## src/design/ddo_pkg.sv

```systemverilog
package ddo_pkg;

  localparam int DIV_BITS         = 68;
  localparam int CNT_W            = 7;
  localparam int CORDIC_STEPS_DEF = 24;

  localparam logic [31:0] DPC_RESET = 32'd340818;
  localparam logic [31:0] HG_RESET  = 32'd44700000;

  localparam logic signed [33:0] CORDIC_START = 34'sd652032874;
  localparam logic signed [33:0] Q30_ONE      = 34'sd1073741824;
  localparam logic [63:0]        VEL_SCALE    = 64'd1000000;
  localparam logic [63:0]        ANG_SCALE    = 64'd823549664582;

  localparam logic [3:0] J_DS    = 4'd0;
  localparam logic [3:0] J_TH    = 4'd1;
  localparam logic [3:0] J_CMID  = 4'd2;
  localparam logic [3:0] J_X     = 4'd3;
  localparam logic [3:0] J_Y     = 4'd4;
  localparam logic [3:0] J_CHEAD = 4'd5;
  localparam logic [3:0] J_MV    = 4'd6;
  localparam logic [3:0] J_DV    = 4'd7;
  localparam logic [3:0] J_MW    = 4'd8;
  localparam logic [3:0] J_DW    = 4'd9;

  localparam logic [1:0] K_MUL = 2'd0;
  localparam logic [1:0] K_COR = 2'd1;
  localparam logic [1:0] K_DIV = 2'd2;

  localparam logic CFG_DPC = 1'b0;
  localparam logic CFG_HG  = 1'b1;

  typedef struct packed {
    logic [3:0]       job;
    logic             init;
    logic             step;
    logic             fin;
    logic             load;
    logic             prime;
    logic             emit;
    logic [CNT_W-1:0] idx;
  } cmd_t;

  typedef struct packed {
    logic dt_zero;
  } sts_t;

  function automatic logic [1:0] job_kind(input logic [3:0] job);
    logic [1:0] k;
    case (job) inside
      J_CMID, J_CHEAD: k = K_COR;
      J_DV, J_DW:      k = K_DIV;
      default:         k = K_MUL;
    endcase
    return k;
  endfunction

  function automatic logic [31:0] atan_lut(input logic [4:0] i);
    logic [31:0] v;
    case (i)
      5'd0:  v = 32'd536870912;
      5'd1:  v = 32'd316933406;
      5'd2:  v = 32'd167458907;
      5'd3:  v = 32'd85004756;
      5'd4:  v = 32'd42667331;
      5'd5:  v = 32'd21354465;
      5'd6:  v = 32'd10679838;
      5'd7:  v = 32'd5340245;
      5'd8:  v = 32'd2670163;
      5'd9:  v = 32'd1335087;
      5'd10: v = 32'd667544;
      5'd11: v = 32'd333772;
      5'd12: v = 32'd166886;
      5'd13: v = 32'd83443;
      5'd14: v = 32'd41722;
      5'd15: v = 32'd20861;
      5'd16: v = 32'd10430;
      5'd17: v = 32'd5215;
      5'd18: v = 32'd2608;
      5'd19: v = 32'd1304;
      5'd20: v = 32'd652;
      5'd21: v = 32'd326;
      5'd22: v = 32'd163;
      5'd23: v = 32'd81;
      5'd24: v = 32'd41;
      5'd25: v = 32'd20;
      5'd26: v = 32'd10;
      5'd27: v = 32'd5;
      5'd28: v = 32'd3;
      5'd29: v = 32'd1;
      5'd30: v = 32'd1;
      default: v = 32'd0;
    endcase
    return v;
  endfunction

endpackage

```

## src/design/ddo_ctrl.sv

```systemverilog
module ddo_ctrl #(
  parameter int CORDIC_STEPS = ddo_pkg::CORDIC_STEPS_DEF
) (
  input  logic          clk,
  input  logic          rst_n,
  input  logic          in_valid,
  output logic          in_ready,
  output logic          out_valid,
  input  logic          out_ready,
  input  ddo_pkg::sts_t sts,
  output ddo_pkg::cmd_t cmd
);
  import ddo_pkg::*;

  localparam logic [1:0] ST_IDLE = 2'd0;
  localparam logic [1:0] ST_RUN  = 2'd1;
  localparam logic [1:0] ST_OUT  = 2'd2;

  logic [1:0]       state_r, state_nxt;
  logic [3:0]       job_r, job_nxt;
  logic [CNT_W-1:0] cnt_r, cnt_nxt;
  logic             primed_r, primed_nxt;
  logic             out_valid_r, out_valid_nxt;
  logic [CNT_W-1:0] nsteps;

  always_comb begin
    case (job_kind(job_r))
      K_COR:   nsteps = CNT_W'(CORDIC_STEPS);
      K_DIV:   nsteps = CNT_W'(DIV_BITS);
      default: nsteps = CNT_W'(4);
    endcase
  end

  assign in_ready  = (state_r == ST_IDLE);
  assign out_valid = out_valid_r;

  always_comb begin
    state_nxt     = state_r;
    job_nxt       = job_r;
    cnt_nxt       = cnt_r;
    primed_nxt    = primed_r;
    out_valid_nxt = out_valid_r && !out_ready;
    cmd           = '0;
    cmd.job       = job_r;
    cmd.idx       = cnt_r - CNT_W'(1);
    unique case (state_r)
      ST_IDLE: begin
        if (in_valid) begin
          if (!primed_r || sts.dt_zero) begin
            cmd.prime  = 1'b1;
            primed_nxt = 1'b1;
          end else begin
            cmd.load  = 1'b1;
            state_nxt = ST_RUN;
            job_nxt   = J_DS;
            cnt_nxt   = '0;
          end
        end
      end
      ST_RUN: begin
        cnt_nxt = cnt_r + CNT_W'(1);
        if (cnt_r == '0) begin
          cmd.init = 1'b1;
        end else if (cnt_r <= nsteps) begin
          cmd.step = 1'b1;
        end else begin
          cmd.fin = 1'b1;
          cnt_nxt = '0;
          if (job_r == J_DW) begin
            state_nxt = ST_OUT;
          end else begin
            job_nxt = job_r + 4'd1;
          end
        end
      end
      ST_OUT: begin
        if (!out_valid_r || out_ready) begin
          cmd.emit      = 1'b1;
          out_valid_nxt = 1'b1;
          state_nxt     = ST_IDLE;
        end
      end
      default: state_nxt = ST_IDLE;
    endcase
  end

  always_ff @(posedge clk) begin
    if (!rst_n) begin
      state_r     <= ST_IDLE;
      job_r       <= J_DS;
      cnt_r       <= '0;
      primed_r    <= 1'b0;
      out_valid_r <= 1'b0;
    end else begin
      state_r     <= state_nxt;
      job_r       <= job_nxt;
      cnt_r       <= cnt_nxt;
      primed_r    <= primed_nxt;
      out_valid_r <= out_valid_nxt;
    end
  end

`ifndef SYNTHESIS
  a_cnt_bound: assert property (@(posedge clk) disable iff (!rst_n)
    state_r == ST_RUN |-> cnt_r <= nsteps + CNT_W'(1))
    else $error("step counter overran");
  a_prime_idle: assert property (@(posedge clk) disable iff (!rst_n)
    cmd.prime |=> state_r == ST_IDLE && primed_r)
    else $error("prime left idle");
  a_primed_hold: assert property (@(posedge clk) disable iff (!rst_n)
    !$fell(primed_r))
    else $error("primed flag dropped");
  a_emit_free: assert property (@(posedge clk) disable iff (!rst_n)
    cmd.emit |-> !out_valid_r || out_ready)
    else $error("result overwritten");
`endif

endmodule

```

## config.mk

```make
export PLATFORM = sky130hd
export DESIGN_NAME = ddo_ctrl
export DESIGN_NICKNAME = d
export VERILOG_FILES = /design/src/design/ddo_pkg.sv /design/src/design/ddo_ctrl.sv
export SDC_FILE = /design/constraint.sdc
export NUM_CORES = 1
export LEC_CHECK = 0
export BUFFER_PORTS_ARGS = -buffer_cell sky130_fd_sc_hd__buf_2
export CORE_UTILIZATION = 35
export DETAILED_ROUTE_END_ITERATION = 10
export GPL_TIMING_DRIVEN = 1
export HOLD_SLACK_MARGIN = 0.02
export MAX_ROUTING_LAYER = met4
export PLACE_DENSITY = 0.59
export SLEW_MARGIN = 20
export SYNTH_ARGS = -nofsm -noshare
export SYNTH_HDL_FRONTEND = slang
export SYNTH_SLANG_ARGS = --single-unit
```

## constraint.sdc

```tcl
create_clock -name clk -period 3.2 [get_ports clk]
set_input_delay 0.64 -clock clk [delete_from_list [all_inputs] [get_ports clk]]
set_output_delay 0.64 -clock clk [all_outputs]
set_load 0.02 [all_outputs]
```

==> results.py <==
metrics = {
    "outcome": {
        "run_status": "completed",
    },
    "critical_path": {
        "cp-start-kind": "flip-flop",
        "cp.required_ns": 2.56,
        "cp_max_fo": 6,
        "critical_path.slowest_cell": "dfxtp_2",
        "endpoint_kind": "output pin",
        "critPathKind": "flip-flop to output pin",
        "critPathArrivalTime_ns": 2.44,
        "cp_cell_sequence": "inv_1, ha_2, mux2i_1, or2_2, ha_1, nor2b_1, o211ai_1, a21oi_2, nor3_2, buf_4",
        "max_stage_delay_ns": 0.36,
    },
    "grt": {
        "gr-total-overflow": 0,
        "grt_start_max_net_pins": 15,
        "grt_pass1_wl_mm": 4.70,
        "grt_antenna_before_repair": 0,
        "track_usage_pct": 17.9,
        "grt_pass1_vias": 1065,
    },
    "clock_network": {
        "holdBufCountCts": 0,
        "clk_path_buf_depth": 2,
        "cts.sinks": 15,
        "clkTransAtPathRegs_ns": 0.09,
        "cts_tree": "yes",
        "clockRootBuffer": "clkbuf_4",
        "htree_levels": 1,
        "clk_latency_ns": 0.29,
        "cts_buffers": 3,
    },
    "sta": {
        "fin_crit_ns": 3.08,
        "hold_viol_final": 0,
        "maxSlewViolCount": 0,
        "finalSetupViolCount": 0,
        "skew_ns": 0.00339,
        "worstMarginPinSlew_ns": 0.636,
        "grt_setup_unrepaired": "yes",
        "max_slew_margin_pct": 57.5,
        "max_freq_mhz": 324,
        "min_period_over_period_pct": 96.4,
    },
    "placement": {
        "place_congestion": 0.882,
        "hpwl_mm": 2.01,
        "place_inst": 209,
        "portBuffers": 23,
    },
    "floorplan": {
        "die_area_um2": 3490,
        "fp.dieW_um": 59.1,
        "core_area_um2": 3080,
        "ioPinCount": 24,
        "rows": 20,
        "die_y_um": 59.1,
        "initial_core_util_pct": 37.0,
    },
    "power_and_ir_drop": {
        "finalPower_mw": 0.357,
        "power-per-cell-area_nw_per_um2": 264,
        "leakage_nw": 0.558,
        "peakVddDrop_uv": 191,
    },
    "hold_path": {
        "hold_class": "flip-flop to flip-flop",
    },
    "detailed_routing": {
        "routed_wl_mm": 2.75,
        "post-route-drc-count": 0,
        "vias_per_cell": 5.36,
        "dr.pass1.iters": 4,
        "drtIter0Drc": 40,
        "wl_per_cell_um": 12.8,
        "drtAntennaViolNets": 0,
        "vias": 1153,
    },
    "synthesis": {
        "synthXorXnorAreaFrac_pct": 5.38,
        "synth_nets": 163,
        "yosys_register_bits": 15,
        "ys.flop_type": "dfxtp_1",
        "synth_compound_area_share_pct": 17.0,
        "synth_edf_count": 0,
        "ys_seq_area_share_pct": 26.3,
        "synthAdderAreaFrac_pct": 11.0,
        "async_reset_ff_share_pct": 0,
        "synthMuxAreaShare_pct": 1.87,
        "synth_warnings": 0,
        "synth_area_um2": 1140,
        "synth_top_family_by_area": "simple AND/OR/NAND/NOR gates",
        "ys_types": 40,
        "synthCells": 148,
        "synthSimpleGateAreaFrac_pct": 31.5,
        "syn_avg_cell_area_um2": 7.70,
    },
    "layout": {
        "instances_no_fill": 215,
        "fillers": 326,
        "syn_to_final_growth_pct": 18.9,
        "n_antenna_cell": 0,
        "drive_above_1_share_pct": 23.4,
        "num-nets-final": 187,
    },
    "flow_run": {
        "maxCapViolations": 0,
    },
}
stage by stage:
stage / hold slack [ns] / utilization, % / TNS (ns) / setup slack [ns] / cell area [um2]
after floorplan: 0.452 / - / 0 / 0.199 / 1140
after global placement: 0.471 / 41.5 / 0 / 0.273 / 1280
after detailed placement: 0.482 / 41.5 / 0 / 0.229 / 1280
after CTS: 0.501 / 42.6 / 0 / 0.0129 / 1310
after global routing: 0.529 / 44.0 / -0.0645 / -0.0404 / 1360
final: 0.501 / 44.0 / 0 / 0.116 / 1360
path summary, 6_finish.rpt:
path                               start        to  slack (ns)  depth (start not counted)
worst max-delay path            job_r[1]   cmd[11]        0.12                         10
worst max register to register  job_r[1]  job_r[0]        0.39                         11
worst min register to register  primed_r  primed_r        0.50                          2
worst min-delay path            primed_r  primed_r        0.50                          2
Yosys cell counts, drive strengths merged (2+ instances only):
| cell type | count | area share [%] |
|---|---|---|
| a21oi | 7 | 3.1 |
| and3 | 4 | 2.2 |
| and3b | 2 | 1.5 |
| buf | 5 | 2.6 |
| dfxtp | 15 | 26 |
| ha | 10 | 11 |
| inv | 11 | 3.6 |
| nand2 | 11 | 3.6 |
| nand2b | 3 | 1.6 |
| nand3 | 14 | 6.1 |
| nor2 | 9 | 3.0 |
| nor2b | 3 | 1.6 |
| nor3 | 6 | 2.6 |
| nor4 | 5 | 2.7 |
| nor4b | 2 | 1.5 |
| o2111ai | 2 | 1.5 |
| o211ai | 3 | 2.0 |
| o21ai | 6 | 2.6 |
| o22ai | 3 | 1.6 |
| or2 | 2 | 1.1 |
| or4 | 2 | 1.3 |
| xnor2 | 2 | 1.5 |
| xor2 | 5 | 3.8 |
registers in the layout, summed over array words and instances, names as in the netlist:
signal / count
cnt_r: 7
job_r: 4
out_valid: 1
primed_r: 1
state_r: 2
cell type report:
cell class / count / area (um2) / area share, %
multi-input combinational: 115 / 788 / 58.2
sequential: 15 / 305 / 22.5
timing repair buffer: 25 / 135 / 9.97
inverter: 12 / 45.0 / 3.32
clock buffer: 4 / 26.3 / 1.94
tap: 44 / 55.1 / 4.06
per-layer routing:
metal	vias to the layer above	GRT usage [%]	wire, um
met5	-	-	0
met4	0	7.48	46
met3	5	2.62	98
met2	22	27.9	1290
met1	544	23.1	1310
li1	582	-	-
cell usage in the layout, fill, tap and decap left out, types with 2 or more instances in the layout:
master	Yosys	layout
a21oi_1	7	6
and3_1	4	4
and3b_1	2	2
buf_2	3	21
buf_4	2	4
clkbuf_4	0	3
dfxtp_1	15	13
ha_1	10	9
inv_1	11	11
nand2_1	11	11
nand2b_1	3	3
nand3_1	14	13
nor2_1	9	9
nor2b_1	3	3
nor3_1	6	5
nor4_1	5	5
o2111ai_1	2	2
o211ai_1	3	3
o21ai_0	6	6
o22ai_1	3	3
or2_2	2	2
or4_1	2	2
xnor2_1	2	2
xor2_1	5	5
report_power, final:
group	internal, mW	leakage, nW	total (mW)	switching [mW]
clock	0.0486	0.0150	0.115	0.0669
combinational	0.0164	0.421	0.0517	0.0354
sequential	0.188	0.123	0.190	0.00225
total	0.253	0.558	0.357	0.105
critical path, delay by kind of cell (launching register included):
family	cells	cell delay (ns)
and+or+nand+nor	3	0.62
adders and majority gates	2	0.48
muxes	1	0.07
AOI/OAI and AO/OA	2	0.41
DFF	1	0.36
buffers and inverters	2	0.22
repair_timing:
action                     4_1_cts  5_1_grt
resized for setup                3        8
pin swaps                        0        4
setup endpoints to repair        2        2
hold endpoints to repair         0        0
buffers inserted                 0        2
cells by family (layout without fill, tap and decap cells):
group	count (synthesis)	in the layout
AO/OA/AOI/OAI	29	29
XOR/XNOR	7	7
adder cells (fa/ha/maj)	10	10
buffers and inverters	18	41
flip-flops	15	15
multiplexers	2	2
AND/OR/NAND/NOR	67	67
Power figures use the tool's default switching activity.
